<file path="config.mk">
export PLATFORM = sky130hd
export DESIGN_NAME = bti_ram
export DESIGN_NICKNAME = d
export VERILOG_FILES = /design/src/hdl/bti_ram.sv
export SDC_FILE = /design/constraint.sdc
export NUM_CORES = 2
export LEC_CHECK = 0
export BUFFER_PORTS_ARGS = -buffer_cell sky130_fd_sc_hd__buf_2
export CORE_MARGIN = 10
export CORE_UTILIZATION = 46
export DETAILED_ROUTE_END_ITERATION = 10
export GPL_ROUTABILITY_DRIVEN = 0
export PLACE_DENSITY = 0.62
export SLEW_MARGIN = 20
export SYNTH_ARGS = -nofsm -noshare
export SYNTH_HDL_FRONTEND = slang
export SYNTH_SLANG_ARGS = --single-unit
</file>
<file path="constraint.sdc">
create_clock -name i_clk -period 7.3 [get_ports i_clk]
set_input_delay 0.73 -clock i_clk [delete_from_list [all_inputs] [get_ports i_clk]]
set_output_delay 0.73 -clock i_clk [all_outputs]
set_load 0.05 [all_outputs]
</file>
<file path="src/hdl/bti_ram.sv">
`timescale 1ns / 1ps
// ----------------------------------------------------------------------------
// bti_ram: generic single-port RAM
// One write or one read per cycle, registered read data.
// ----------------------------------------------------------------------------
module bti_ram #(
    parameter int WIDTH = 32,
    parameter int DEPTH = 64
) (
    input  logic                     i_clk,
    input  logic                     i_we,
    input  logic [$clog2(DEPTH)-1:0] i_addr,
    input  logic [WIDTH-1:0]         i_wdata,
    output logic [WIDTH-1:0]         o_rdata
);
    logic [WIDTH-1:0] r_mem [DEPTH];

    always_ff @(posedge i_clk) begin
        if (i_we) begin
            r_mem[i_addr] <= i_wdata;
        end
        o_rdata <= r_mem[i_addr];
    end
endmodule

</file>
* Word-level counts from Yosys, hierarchy flattened *
Memories as Yosys holds them, arrays and structs flattened. A register that Yosys moved wholly into a read port is not among the register bits.
Index checks and enable logic that the tools add are counted.

storage, ports and cells
  memories kept = 1
  register bits = 0
  bits of input ports = 40
  output and inout port bits = 32
  logic and storage cells = 3
  memory bits (writable) = 2048

memories
  name   depth  width  read ports  clocked after Yosys merged registers in  wr ports  line  RTL
  r_mem  64     32     1           1                                        1         16    logic [WIDTH-1:0] r_mem [DEPTH];

operators by class
  muxes and demuxes = 2

operator list
  cell     number
  $mux W1  2

* Depth between registers and ports, before layout *
  word-level depth = 2
  gate-level depth with buffers = 13

* Least setup slack after synthesis *
Ideal clock, no wire load.

  path type = input port to flip-flop
  start point = in i_addr[2]
  end point = mem r_mem[15][0], enable pin
  buffers on the path = 6
  arrival time = 3548 ps
  library setup time = 421 ps
  setup slack = 3331 ps
  stages = 8
  cells stage by stage = buf_2 > buf_2 > buf_2 > buf_2 > buf_2 > buf_2 > nand3_1 > nor2_1

RTL lines
  element      line  RTL
  from (decl)  12    input logic [$clog2(DEPTH)-1:0] i_addr,
  to (decl)    16

Straight into the memory's write port.

* Worst setup path in the final report *
  start point = in i_addr[1]
  end point = mem r_mem[39][24], enable pin

Straight into the memory's write port.

==> impl_metrics.csv <==
group,metric,value,unit
logic_synthesis,synth-main-ff-cell,"edfxtp_1",
setup_path,reg2reg_depth,5,
clock_tree,cts_tree,"built",
final_layout,final_cells,6771,
detailed_routing,drc_errors,0,
pwr,power.density,276,nW/µm²
detailed_routing,viasPerCell,6.30,
setup_path,crit_end,"r_mem[39][24]",
clock_tree,ctsResizeCount,0,
setup_path,critical_path.startpoint,"i_addr[1]",
placed_design,placed_cell_area,83000,µm²
pwr,p_switching,5.48,mW
timing,hold_viol_final,0,
logic_synthesis,synthArstFlopShare,0,%
die,io_pins,72,
pwr,finalPower,24.7,mW
detailed_routing,antenna_left,0,
logic_synthesis,synth-seq-cells,2080,
setup_path,rr_endpoint,"o_rdata[4]",
grt,grt_start_max_net_pins,110,
clock_tree,clk_path_buf_depth,3,
final_layout,seq_area,62100,µm²
setup_path,crit_type,"primary input to register",
outcome,status,"finished clean",
clock_tree,cts_hold_buffers,0,
clock_tree,clk_pin_slew,60,ps
timing,slew_headroom,21.8,%
detailed_routing,dr.pass1.iters,6,
detailed_routing,wl,213,mm
pwr,p_int,19.2,mW
die,design.die.area,189000,µm²
pwr,power_frac_seq,53.9,%
final_layout,fin_area,89300,µm²
hold_path,hold_class,"primary input to register",
clock_tree,cts_setup_buffers,0,
logic_synthesis,yosys_warnings,0,
clock_tree,clock_latency,830,ps
placed_design,io_buffer_count,71,
grt,grt_pass1_wl,306,mm
grt,grt_usage,22.2,%
logic_synthesis,synth.net_count,4279,
setup_path,r2r-start,"r_mem[17][4]",
logic_synthesis,synth_area,78900,µm²
die,core_area,170000,µm²
placed_design,placed_cells,6400,
clock_tree,cts_buffers,202,
logic_synthesis,avgSynthCellArea,18.6,µm²
logic_synthesis,synth_edf_count,2048,
pwr,p_leak,28.6,nW
timing,worstMarginPinSlew,1170,ps
pwr,switching_share,22.2,%
pwr,comb_power_share,5.5,%
setup_path,worst_ep_arrival_time,4340,ps
clock_tree,htree_levels,4,
setup_path,cp_max_fo,65,
setup_path,crit_path_start_kind,"primary input",
timing,drv_slew,0,
final_layout,area_delta_synth_final,13.2,%
timing,max_freq,0.261,GHz
timing,final.min_clock_period,3840,ps
logic_synthesis,yosysSeqAreaShare,78.7,%
setup_path,endpoint_kind,"register",
timing,post-route-period-util,52.6,%
timing,tns,0,ps
final_layout,layout-drive-gt1-share,18.9,%
clock_tree,clock_sinks,2080,
detailed_routing,drt-initial-drc-count,5154,
hold_path,min_path_cells,1,
final_layout,multi_input_area,16100,µm²
pwr,ir_drop,248,µV
pwr,p_clk_share,40.6,%
grt,grt_pass1_vias,42300,
detailed_routing,vias,42700,
timing,worst_clock_skew,39.2,ps
final_layout,nets,4427,
die,rows,151,
logic_synthesis,synth.distinct_cells,56,
die,start_util,46.4,%
die,die_w,434,µm
job,cap_violations,0,
die,die-height,434,µm
logic_synthesis,synthCells,4239,
final_layout,n_fill_cell,13400,
setup_path,required,7800,ps
setup_path,r2r_slack,4630,ps
clock_tree,clockRootBuffer,"clkbuf_16",
grt,antenna_found_initial,2,
timing,setup_viol,0,
placed_design,dpl.hpwl,122,mm
grt,grt-ovfl-total,0,
timing,grt_setup_unrepaired,"false",
detailed_routing,post_drt_wl_per_cell,31.4,µm
## metrics by stage
step | utilization (%) | setup slack [ps] | hold slack, ps
after floorplan | - | 3330 | 564
after global placement | 48.6 | 1850 | 585
after detailed placement | 48.8 | 2630 | 601
after CTS | 52.5 | 3510 | 521
after global routing | 52.5 | 3380 | 435
final | 52.5 | 3460 | 423
## synth_stat cells (14+ instances only)
cell type	number	area, µm²
a21oi_1	121	606
mux4_2	96	2160
or4_1	15	113
nand2_1	28	105
edfxtp_1	2048	61500
mux2_2	147	1660
buf_2	83	415
buf_1	33	124
or4b_1	14	140
a211oi_1	17	128
a22oi_1	188	1410
and3_1	85	532
a221oi_1	175	1530
a2111oi_0	15	131
nor4_1	14	87.6
a31oi_1	43	269
o2bb2ai_1	15	131
o21ai_0	84	420
a222oi_1	16	160
a22o_1	66	578
nor3_1	22	110
clkbuf_1	168	631
mux2i_1	259	2590
nor2_1	145	544
dfxtp_1	32	641
nand3_1	54	270
nand2b_1	18	113
a221o_1	15	150
o22a_1	70	613
o22ai_1	93	582
## metal layers
metal	wire [µm]	track usage (%)
met5	23	0
met2	101000	35.3
met4	7640	7.77
met3	17200	3.63
met1	87200	31.1
## critical path, cell delays in order
cell and delay (ps):
buf_8 510, and2_2 790, nand3_1 920, nor2_4 940, buf_4 390
## final cells by class
cell class                      count  share of cell area, %
Antenna cell                        1                0.00280
Clock buffer                      267                   6.11
Clock inverter                    102                  0.948
Inverter                            2                 0.0168
Multi-Input combinational cell   1859                   18.0
Sequential cell                  2080                   69.6
Tap cell                         2218                   3.11
Timing Repair Buffer              242                   2.21
## power groups by stage
| stage | combinational [mW] | sequential [mW] | clock, mW |
|---|---|---|---|
| after global placement | 1.33 | 13.5 | 0 |
| after CTS | 1.36 | 13.3 | 10.1 |
| after floorplan | 0.632 | 13.6 | 0 |
| final | 1.36 | 13.3 | 10.0 |
| after detailed placement | 1.36 | 13.5 | 0 |
| after global routing | 1.43 | 13.3 | 10.6 |
## state kept, by name (all words and copies together) (netlist names)
| signal | flops |
|---|---|
| o_rdata | 32 |
| r_mem | 2048 |
## kinds of logic after synthesis
logic type	after synthesis	synth area share [%]
simple gates	424	2.81
mux	502	8.12
flops	2080	78.7
buf+inv	300	1.68
compound gates	933	8.66
## how the worst min path moves through the flow
stage	from	endpoint	slack, ps
final	i_wdata[1]	r_mem[29][1]	420
after global routing	i_wdata[1]	r_mem[25][1]	430
after CTS	i_wdata[22]	r_mem[25][22]	520
after detailed placement	r_mem[32][27]	o_rdata[27]	600
after global placement	r_mem[32][27]	o_rdata[27]	580
after floorplan	r_mem[28][10]	o_rdata[10]	560
## layout by cell type (no fill, tap or decap), types with 39 or more instances in the layout
master,count
nand3_1,53
buf_4,152
o22ai_1,93
o21ai_0,84
a22o_1,66
clkbuf_16,206
o22a_1,70
a21oi_1,121
buf_2,68
clkinv_1,39
mux2i_1,259
clkbuf_1,54
mux2_2,147
nor2_1,75
a31oi_1,43
a221oi_1,175
mux4_2,96
and3_1,85
nor2_4,67
a22oi_1,188
edfxtp_1,2048
No activity file was read; power rests on OpenSTA's default activity.
