**config.mk**
```make
export PLATFORM = sky130hd
export DESIGN_NAME = bti_blend
export DESIGN_NICKNAME = d
export VERILOG_FILES = /design/src/hdl/bti_pkg.sv /design/src/hdl/bti_blend.sv
export SDC_FILE = /design/constraint.sdc
export NUM_CORES = 2
export LEC_CHECK = 0
export BUFFER_PORTS_ARGS = -buffer_cell sky130_fd_sc_hd__buf_2
export CAP_MARGIN = 40
export CELL_PAD_IN_SITES_DETAIL_PLACEMENT = 1
export CELL_PAD_IN_SITES_GLOBAL_PLACEMENT = 1
export CORE_MARGIN = 3
export CORE_UTILIZATION = 30
export DETAILED_ROUTE_END_ITERATION = 6
export PLACE_DENSITY_LB_ADDON = 0.1
export SLEW_MARGIN = 40
export SYNTH_ARGS = -nofsm -noshare
export SYNTH_HDL_FRONTEND = slang
export SYNTH_SLANG_ARGS = --single-unit
```
**constraint.sdc**
```tcl
create_clock -name i_clk -period 22.7 [get_ports i_clk]
set_clock_uncertainty 0.05 [all_clocks]
set_input_delay 1.135 -clock i_clk [delete_from_list [all_inputs] [get_ports i_clk]]
set_output_delay 1.135 -clock i_clk [all_outputs]
set_load 0.005 [all_outputs]
```
**src/hdl/bti_pkg.sv**
```systemverilog
`timescale 1ns / 1ps
// ----------------------------------------------------------------------------
// bti_pkg: shared types and constants
// Command codes, sequencer states and fixed-point constants.
// ----------------------------------------------------------------------------
package bti_pkg;

    localparam logic [1:0] CMD_WR_PHASE = 2'd0;
    localparam logic [1:0] CMD_WR_VEL   = 2'd1;
    localparam logic [1:0] CMD_WR_TAB   = 2'd2;
    localparam logic [1:0] CMD_QUERY    = 2'd3;

    localparam logic [0:0] REG_PHASE_USED = 1'b0;
    localparam logic [0:0] REG_VEL_USED   = 1'b1;

    localparam logic signed [31:0] TWO_PI_Q16 = 32'sd411775;

    typedef enum logic [4:0] {
        ST_IDLE,
        ST_VRD,      // read velocity breakpoints 0 and nv-1
        ST_VWAIT,
        ST_VSRCH,    // ascending velocity search
        ST_VSWAIT,
        ST_COLSTART, // phase lookup for one column
        ST_PSCAN,    // min/max over phase breakpoints
        ST_PSWAIT,
        ST_PSRCH,    // ascending phase search
        ST_PSRWAIT,
        ST_TRD0,
        ST_TWAIT0,
        ST_TRD1,
        ST_TWAIT1,
        ST_PBLEND,   // start blend along phase
        ST_PBWAIT,
        ST_COLDONE,
        ST_VBLEND,
        ST_VBWAIT,
        ST_OUT
    } t_state;

    typedef struct packed {
        logic        start;
        logic [63:0] x;
        logic [63:0] xa;
        logic [63:0] xb;
        logic [63:0] ya;
        logic [63:0] yb;
    } t_blend_req;

endpackage

```
**src/hdl/bti_blend.sv**
```systemverilog
`timescale 1ns / 1ps
// ----------------------------------------------------------------------------
// bti_blend: shared linear blend unit
// Restoring divider for the fraction, then one multiply and saturation.
// ----------------------------------------------------------------------------
module bti_blend
    import bti_pkg::*;
(
    input  logic              i_clk,
    input  logic              i_rst_n,
    input  t_blend_req        i_req,
    output logic              o_done,
    output logic signed [31:0] o_result
);
    logic [5:0]         r_cnt, n_cnt;
    logic [1:0]         r_ph, n_ph;
    logic [49:0]        r_num, n_num;
    logic [33:0]        r_den, n_den;
    logic [33:0]        r_rem, n_rem;
    logic signed [33:0] r_dy, n_dy;
    logic signed [63:0] r_ya, n_ya;
    logic signed [51:0] r_prod, n_prod;
    logic               r_zero, n_zero;
    logic               r_done, n_done;
    logic signed [31:0] r_res, n_res;

    logic signed [63:0] s_dx, s_den;
    logic [34:0]        s_trial;
    logic [16:0]        s_f;
    logic signed [63:0] s_q, s_r;

    always_comb begin
        s_dx  = $signed(i_req.x) - $signed(i_req.xa);
        s_den = $signed(i_req.xb) - $signed(i_req.xa);
        s_trial = {r_rem, r_num[49]} - {1'b0, r_den};
        // fraction: saturate to 0..65536 (quotient only 50 bits wide)
        s_f = (r_zero || r_num == '0) ? 17'd0 :
              (r_num[49:17] != '0) ? 17'h10000 :
              (r_num[16:0] > 17'h10000) ? 17'h10000 : r_num[16:0];
        s_q = 64'(r_prod >>> 16);
        s_r = r_ya + s_q;
    end

    always_comb begin
        n_cnt = r_cnt; n_ph = r_ph; n_num = r_num; n_den = r_den; n_rem = r_rem;
        n_dy = r_dy; n_ya = r_ya; n_prod = r_prod; n_zero = r_zero;
        n_done = 1'b0; n_res = r_res;
        case (r_ph)
            2'd0: begin
                if (i_req.start) begin
                    n_dy = 34'($signed(i_req.yb) - $signed(i_req.ya));
                    n_ya = $signed(i_req.ya);
                    n_den = s_den[33:0];
                    n_zero = (s_den <= 0) || (s_dx <= 0);
                    // dx < 2^33 so dx<<16 fits in 50 bits
                    n_num = {s_dx[33:0], 16'd0};
                    n_rem = '0;
                    n_cnt = 6'd50;
                    n_ph = 2'd1;
                end
            end
            2'd1: begin
                if (!s_trial[34]) begin
                    n_rem = s_trial[33:0];
                    n_num = {r_num[48:0], 1'b1};
                end else begin
                    n_rem = {r_rem[32:0], r_num[49]};
                    n_num = {r_num[48:0], 1'b0};
                end
                n_cnt = r_cnt - 6'd1;
                if (r_cnt == 6'd1) begin
                    n_ph = 2'd2;
                end
            end
            2'd2: begin
                n_prod = 52'($signed({1'b0, s_f})) * 52'(r_dy);
                n_ph = 2'd3;
            end
            default: begin
                if (s_r > 64'sd2147483647) begin
                    n_res = 32'sh7fffffff;
                end else if (s_r < -64'sd2147483648) begin
                    n_res = 32'sh80000000;
                end else begin
                    n_res = s_r[31:0];
                end
                n_done = 1'b1;
                n_ph = 2'd0;
            end
        endcase
    end

    always_ff @(posedge i_clk) begin
        if (!i_rst_n) begin
            r_ph <= 2'd0;
            r_done <= 1'b0;
        end else begin
            r_ph <= n_ph;
            r_done <= n_done;
        end
        r_cnt <= n_cnt; r_num <= n_num; r_den <= n_den; r_rem <= n_rem;
        r_dy <= n_dy; r_ya <= n_ya; r_prod <= n_prod; r_zero <= n_zero;
        r_res <= n_res;
    end

    assign o_done = r_done;
    assign o_result = r_res;

    ap_done_pulse: assert property (@(posedge i_clk) disable iff (!i_rst_n)
        r_done |=> !r_done) else $error("blend done held");
    ap_start_idle: assert property (@(posedge i_clk) disable iff (!i_rst_n)
        (r_ph == 2'd1 && r_cnt == 6'd1) |=> r_ph == 2'd2)
        else $error("divider did not finish");
    ap_cnt: assert property (@(posedge i_clk) disable iff (!i_rst_n)
        r_ph == 2'd1 |-> r_cnt != 6'd0) else $error("divider count underflow");
endmodule

```
; After elaboration in Yosys (flattened, before gate mapping)
; Cells that the tools add are included.
[word_totals]
regBits = 310
inputBits = 323
out_inout_bits = 33
word_cells = 54
[op_classes]
addsub = 6
mul = 1
magnitude_cmp = 5
eq_ne = 5
mux = 16
reduce_logical = 10
[op_table]
columns = cell, count
row1 = 64-bit by 1-bit <= comparator with 1-bit output (second input constant), 2
row2 = 64-bit subtractor, 2
row3 = 50-bit one-hot mux with 2 select lines, 1
row4 = 34-bit two-way mux, 2
row5 = 34-bit one-hot mux with 2 select lines, 1
row6 = 64-bit by 36-bit adder with 64-bit output, 1
row7 = 64-bit by 32-bit > comparator with 1-bit output (second input constant), 1
row8 = 64-bit by 32-bit < comparator with 1-bit output (second input constant), 1
row9 = 18-bit by 34-bit multiplier with 52-bit output, 1
row10 = 17-bit two-way mux, 3
row11 = 50-bit zero test, 1
row12 = 50-bit two-way mux, 1
row13 = 35-bit by 34-bit subtractor with 35-bit output, 1
row14 = 34-bit subtractor, 1
row15 = 33-bit nonzero test, 1
row16 = 32-bit two-way mux, 1
row17 = 17-bit > comparator (second input constant), 1
row18 = 6-bit one-hot mux with 2 select lines, 1
row19 = 6-bit by 1-bit == test with 1-bit output (second input constant), 1
row20 = 6-bit two-way mux, 1
row21 = 2-bit one-hot mux with 3 select lines, 1
row22 = 2-bit AND reduction, 3
row23 = 6-bit by 1-bit subtractor with 6-bit output (second input constant), 1
row24 = 2-bit two-way mux, 2
row25 = other kinds (8), 11

; Longest topological paths before layout
[logic_depth]
word_depth = 5
depth_mapped = 36
ltp_nobuf = 33

; Least setup slack after synthesis
; OpenSTA, ideal clock, no wires.
[synth_timing]
path_type = reg2reg
from = register r_num[3]
to = register r_prod[46], data pin
setup_ns = 0.262
arrival_ns = 8.242
t_required_ns = 22.388
setup_slack_ns = 14.146
stages_incl_launch_ff = 35
n_path_buf = 3
synth_period_minus_slack_ns = 8.554
cell_sequence = edfxtp_1 -> nor4_1 -> nand4_1 -> xnor2_1 -> nand2_1 -> nor2_1 -> clkbuf_1 -> clkbuf_1 -> clkbuf_1 -> and3_1 -> fa_1 -> inv_1 -> fa_1 -> fa_1 -> inv_1 -> fa_1 -> fa_1 -> inv_1 -> fa_1 -> inv_1 -> ha_1 -> a211oi_1 -> nand2_1 -> o31ai_1 -> nor2_1 -> a311o_1 -> o311ai_0 -> a21oi_1 -> a21oi_1 -> o21a_1 -> nor2_1 -> or2_2 -> a21oi_1 -> o21bai_1 -> xor2_1
[synth_via]
elab_chain_len = 5
word_cells_on_any_way = 7
classes_between = mul: 1 / order compare: 1 / mux: 3 / reduce/logical: 2
[synth_lines]
columns = item, line
row1 = from (decl), bti_blend.sv:17  ; logic [49:0] r_num, n_num;
row2 = from (signal assigned), bti_blend.sv:101  ; r_cnt <= n_cnt; r_num <= n_num; r_den <= n_den; r_rem <= n_rem;
row3 = 17-bit > comparator, bti_blend.sv:39  ; (r_num[16:0] > 17'h10000) ? 17'h10000 : r_num[16:0];
row4 = 17-bit two-way mux, bti_blend.sv:39
row5 = 17-bit two-way mux, bti_blend.sv:38  ; (r_num[49:17] != '0) ? 17'h10000 :
row6 = 17-bit two-way mux (*), bti_blend.sv:37  ; s_f = (r_zero || r_num == '0) ? 17'd0 :
row7 = 18-bit by 34-bit multiplier with 52-bit output (*), bti_blend.sv:76  ; n_prod = 52'($signed({1'b0, s_f})) * 52'(r_dy);
row8 = to (signal assigned), bti_blend.sv:102  ; r_dy <= n_dy; r_ya <= n_ya; r_prod <= n_prod; r_zero <= n_zero;
row9 = to (decl), bti_blend.sv:22  ; logic signed [51:0] r_prod, n_prod;
; Every way passes the cells marked *; elsewhere a longest branch is shown, timed or not.
; A chain may end at the register's enable or synchronous reset.

; Final worst setup path
[layout_timing]
from = register r_num[49]
to = register r_prod[46], data pin
[layout_via]
elab_chain_len = 4
word_cells_on_any_way = 6
classes_between = mul: 1 / mux: 2 / reduce/logical: 3
[layout_lines]
columns = item, line
row1 = 33-bit nonzero test / 50-bit zero test (equally long branches), "bti_blend.sv:38, bti_blend.sv:37"
row2 = 17-bit two-way mux / 1-bit logical OR (equally long branches), "bti_blend.sv:38, bti_blend.sv:37"
row3 = 17-bit two-way mux (*), bti_blend.sv:37
row4 = 18-bit by 34-bit multiplier with 52-bit output (*), bti_blend.sv:76
; Marks and branches as above.

==> results.txt <==
----------------------------------------------------
[Logic synthesis]
  Yosys warnings ... 0
  Post-synth cell types ... 83
  Count of flip-flops with a built-in enable after synthesis ... 291
  Mapped Nets ... 6392
  Share of flip-flops with an asynchronous set or reset after synthesis ... 0%
  Flip-flop and latch count after synthesis ... 294
  Synthesized instance count ... 5134
  Mapped cell area ... 0.0454 sq mm
  Prevailing post-synth register cell ... sky130_fd_sc_hd__edfxtp_1
  Post-synthesis sequential area ratio ... 19.4%
  Post-Syn Area per Cell ... 8.84 sq um

[Clock network]
  TritonCTS buffer count ... 38
  Deepest clock path buffer count ... 3
  Number of buffers added to fix hold violations after cts ... 0
  Post-CTS setup buffer count ... 0
  Cells resized by post-CTS repair ... 0
  CTS Sinks ... 294
  Clock edge transition at the registers on the reported setup and hold paths ... 0.06 ns
  Master cell of the clock root buffer ... sky130_fd_sc_hd__clkbuf_16
  Clock Latency Late Sink ... 0.60 ns
  TritonCTS clock tree ... yes
  H-tree Lvls ... 2

[Worst setup path]
  Max stage delay on crit path ... 0.72 ns
  CP Launch Type ... flop
  Critical path start-end classification ... reg -> reg
  Setup crit end kind ... flop
  Most frequent CP cell ... sky130_fd_sc_hd__fa_1
  CP arrival ... 11.31 ns
  Critical path's slowest cell ... sky130_fd_sc_hd__nor3_1
  Maximum fanout count along the critical path ... 113
  CP Data Required Time ... 22.98 ns

[Timing]
  Total setup violations reported at the end of the flow ... 0
  Slew of the pin with the lowest slew margin ... 0.908 ns
  RSZ-0062 raised after global routing ... no
  Min setup slack post-route ... 11.67 ns
  Pins over their slew limit ... 0
  Setup TNS ... 0 ns
  Worst-case headroom to the max-slew limit ... 39.5%
  Shortest period the worst path allows ... 11.03 ns
  Period utilisation layout ... 48.6%
  Hold slack ... 0.480 ns
  Final-report hold violation count ... 0
  Highest achievable clock rate ... 0.0907 GHz

[Power and ir drop]
  Maximum vdd drop ... 0.0000647 V
  Share of power burned in combinational logic ... 57.1%
  Sw frac ... 47.8%
  Leakage power figure ... 24.1 nW
  Psw ... 1.79 mW
  Sequential fraction of design power ... 26.7%
  Power per cell area ... 74.0 mW/mm^2
  Power, Total ... 3.74 mW
  Part of the total power dissipated in the clock network ... 16.2%
  Internal power ... 1.95 mW

[Placement]
  Detailed placement HPWL ... 140 mm
  DP Worst Slack ... 11.29 ns
  Port-buffer cells ... 325
  Cell count after placement ... 7322
  RePlAce Congestion ... 0.861

[Floorplan]
  Die boundary height ... 395 microns
  Boundary pin count ... 356
  Effective utilization at floorplan ... 30.3%
  Cell Rows ... 142
  Die X ... 395 microns
  Placeable core region ... 0.150 sq mm
  Total Die Area ... 0.156 sq mm

[Layout]
  Synth-to-layout area growth ... 11.6%
  Filler-free cell count of the finished design ... 7409
  Area taken by multi-input logic gates ... 0.0327 sq mm
  Most frequent cells in the layout ... sky130_fd_sc_hd__inv_1, sky130_fd_sc_hd__nand2_1, sky130_fd_sc_hd__fa_1, sky130_fd_sc_hd__ha_1, sky130_fd_sc_hd__buf_2
  Filler cell count ... 17.7k
  Register area ... 0.00880 sq mm
  Final Net Count ... 6607
  Most common cell after layout, fill and taps aside ... sky130_fd_sc_hd__inv_1
  Layout cells sized above 1 ... 9.44%

[Routing]
  Drt wl/cell ... 22.9 microns
  Final ANT Viol Nets ... 0
  DRC errors left ... 0
  Drt initial violations ... 1826
  Detailed-route vias per instance ... 5.09
  Routed vias ... 37.7k
  Total wire length ... 169 mm
  Length of the first detailed-routing pass in iterations ... 5

[Global routing]
  Maximum number of pins on one net before global-route repair ... 114
  Overall routing resource usage ... 21.5%
  Antenna violations before repair ... 28
  Number of global-route vias before repair ... 40.7k
  Total congestion overflow ... 0
  Global-route wire length before repair ... 258 mm

[Min path]
  Type of the tightest min-delay check ... reg -> reg

[Run]
  Maximum Capacitance Violations ... 0

[Status]
  Status ... complete, no violations

----------------------------------------------------
==> final timing paths <==
| path | start | end | slack, ns | cells after the start |
|---|---|---|---|---|
| setup / recovery | r_num[49]$_DFFE_PP_ | r_prod[46]$_DFFE_PN_ | 11.67 | 33 |
| hold / removal | r_ph[0]$_SDFFE_PN0P_ | r_ph[0]$_SDFFE_PN0P_ | 0.48 | 2 |
| setup reg to reg | r_num[49]$_DFFE_PP_ | r_prod[46]$_DFFE_PN_ | 11.67 | 33 |
| hold reg to reg | r_ph[0]$_SDFFE_PN0P_ | r_ph[0]$_SDFFE_PN0P_ | 0.48 | 2 |
==> flip-flops by register name, summed over array words and instances (netlist names), 2 cells and up <==
name and count:
r_dy 34, r_ya 64, r_num 50, r_prod 36, r_rem 34, r_ph 2, o_result 32, r_den 34
r_cnt 6
==> synthesized netlist by cell type, types with 8 or more instances <==
cell type	number	area [sq um]
sky130_fd_sc_hd__nor2b_1	40	250
sky130_fd_sc_hd__buf_1	8	30.0
sky130_fd_sc_hd__o221ai_1	20	175
sky130_fd_sc_hd__edfxtp_1	291	8740
sky130_fd_sc_hd__o31ai_1	19	143
sky130_fd_sc_hd__ha_1	381	4770
sky130_fd_sc_hd__a2111oi_0	11	96.3
sky130_fd_sc_hd__o21ai_0	186	931
sky130_fd_sc_hd__nor3b_1	11	82.6
sky130_fd_sc_hd__and4_1	9	78.8
sky130_fd_sc_hd__a21oi_1	304	1520
sky130_fd_sc_hd__nor3_1	59	295
sky130_fd_sc_hd__xnor2_1	153	1340
sky130_fd_sc_hd__xor2_1	69	604
sky130_fd_sc_hd__or3_1	28	175
sky130_fd_sc_hd__nor2_1	244	916
sky130_fd_sc_hd__o21a_1	47	353
sky130_fd_sc_hd__o32ai_1	21	184
sky130_fd_sc_hd__inv_1	831	3120
sky130_fd_sc_hd__nand3_1	61	305
sky130_fd_sc_hd__a221oi_1	8	70.1
sky130_fd_sc_hd__o211ai_1	27	203
sky130_fd_sc_hd__a211oi_1	37	278
sky130_fd_sc_hd__and3_1	207	1290
sky130_fd_sc_hd__a21o_1	114	856
sky130_fd_sc_hd__mux2i_1	51	510
sky130_fd_sc_hd__nand4_1	82	513
sky130_fd_sc_hd__a211o_1	9	78.8
sky130_fd_sc_hd__and2_1	126	788
sky130_fd_sc_hd__nor4_1	32	200
sky130_fd_sc_hd__nand2_1	590	2210
sky130_fd_sc_hd__a31oi_1	28	175
sky130_fd_sc_hd__nand2b_1	38	238
sky130_fd_sc_hd__o22ai_1	8	50.1
sky130_fd_sc_hd__or2_2	11	68.8
sky130_fd_sc_hd__o2111ai_1	8	70.1
sky130_fd_sc_hd__o31a_1	9	78.8
sky130_fd_sc_hd__clkbuf_1	205	769
sky130_fd_sc_hd__o21bai_1	58	435
sky130_fd_sc_hd__fa_1	554	11100
sky130_fd_sc_hd__a21boi_0	15	113
==> cell families (layout without fill, tap and decap cells) <==
logic type	Yosys count	in the layout	synth area share (%)
other cells	0	14	0
buf+inv	1054	1299	8.76
xor+xnor	222	222	4.29
fa+ha+maj	935	935	34.9
compound gates	993	993	14.2
simple gates	1578	1578	17.2
flops	294	294	19.4
mux	58	58	1.30
==> power by group through the flow <==
stage	clock network [mW]	logic (mW)	registers, mW
after detailed placement	0	2.13	1.01
final	0.606	2.14	1.00
after floorplan	0	1.41	0.962
after global routing	0.649	2.37	1.02
after global placement	0	2.08	1.03
after CTS	0.631	2.14	1.01
==> layer usage <==
layer / vias up / part of all wire (%) / global-route usage (%)
met5: - / 0.0077 / 0
met4: 2 / 1.4 / 3.38
met3: 101 / 4.0 / 1.76
met2: 665 / 46 / 35.3
met1: 19300 / 49 / 31.4
li1: 17700 / - / -
==> stage by stage <==
stage / cell area [sq um] / util [%]
after floorplan: 45400 / -
after global placement: 49200 / 32.8
after detailed placement: 49300 / 32.9
after CTS: 50500 / 33.7
after global routing: 50600 / 33.7
final: 50600 / 33.8
==> cell type report <==
| cell class | count | area share (%) |
|---|---|---|
| multi-input combinational | 3786 | 64.6 |
| antenna | 14 | 0.0692 |
| timing repair buffer | 397 | 4.41 |
| clock inverter | 24 | 0.465 |
| sequential | 294 | 17.4 |
| clock buffer | 46 | 1.96 |
| inverter | 832 | 6.17 |
| tap | 2016 | 4.98 |
==> worst max-delay path: cells and delay by family, from the launching register on <==
family | cells | cell delay, ns
flops | 1 | 0.50
compound gates | 8 | 2.66
buf+inv | 5 | 1.12
fa+ha+maj | 7 | 3.30
xor+xnor | 1 | 0.16
simple gates | 12 | 2.84
No activity file was read; power rests on OpenSTA's default activity.
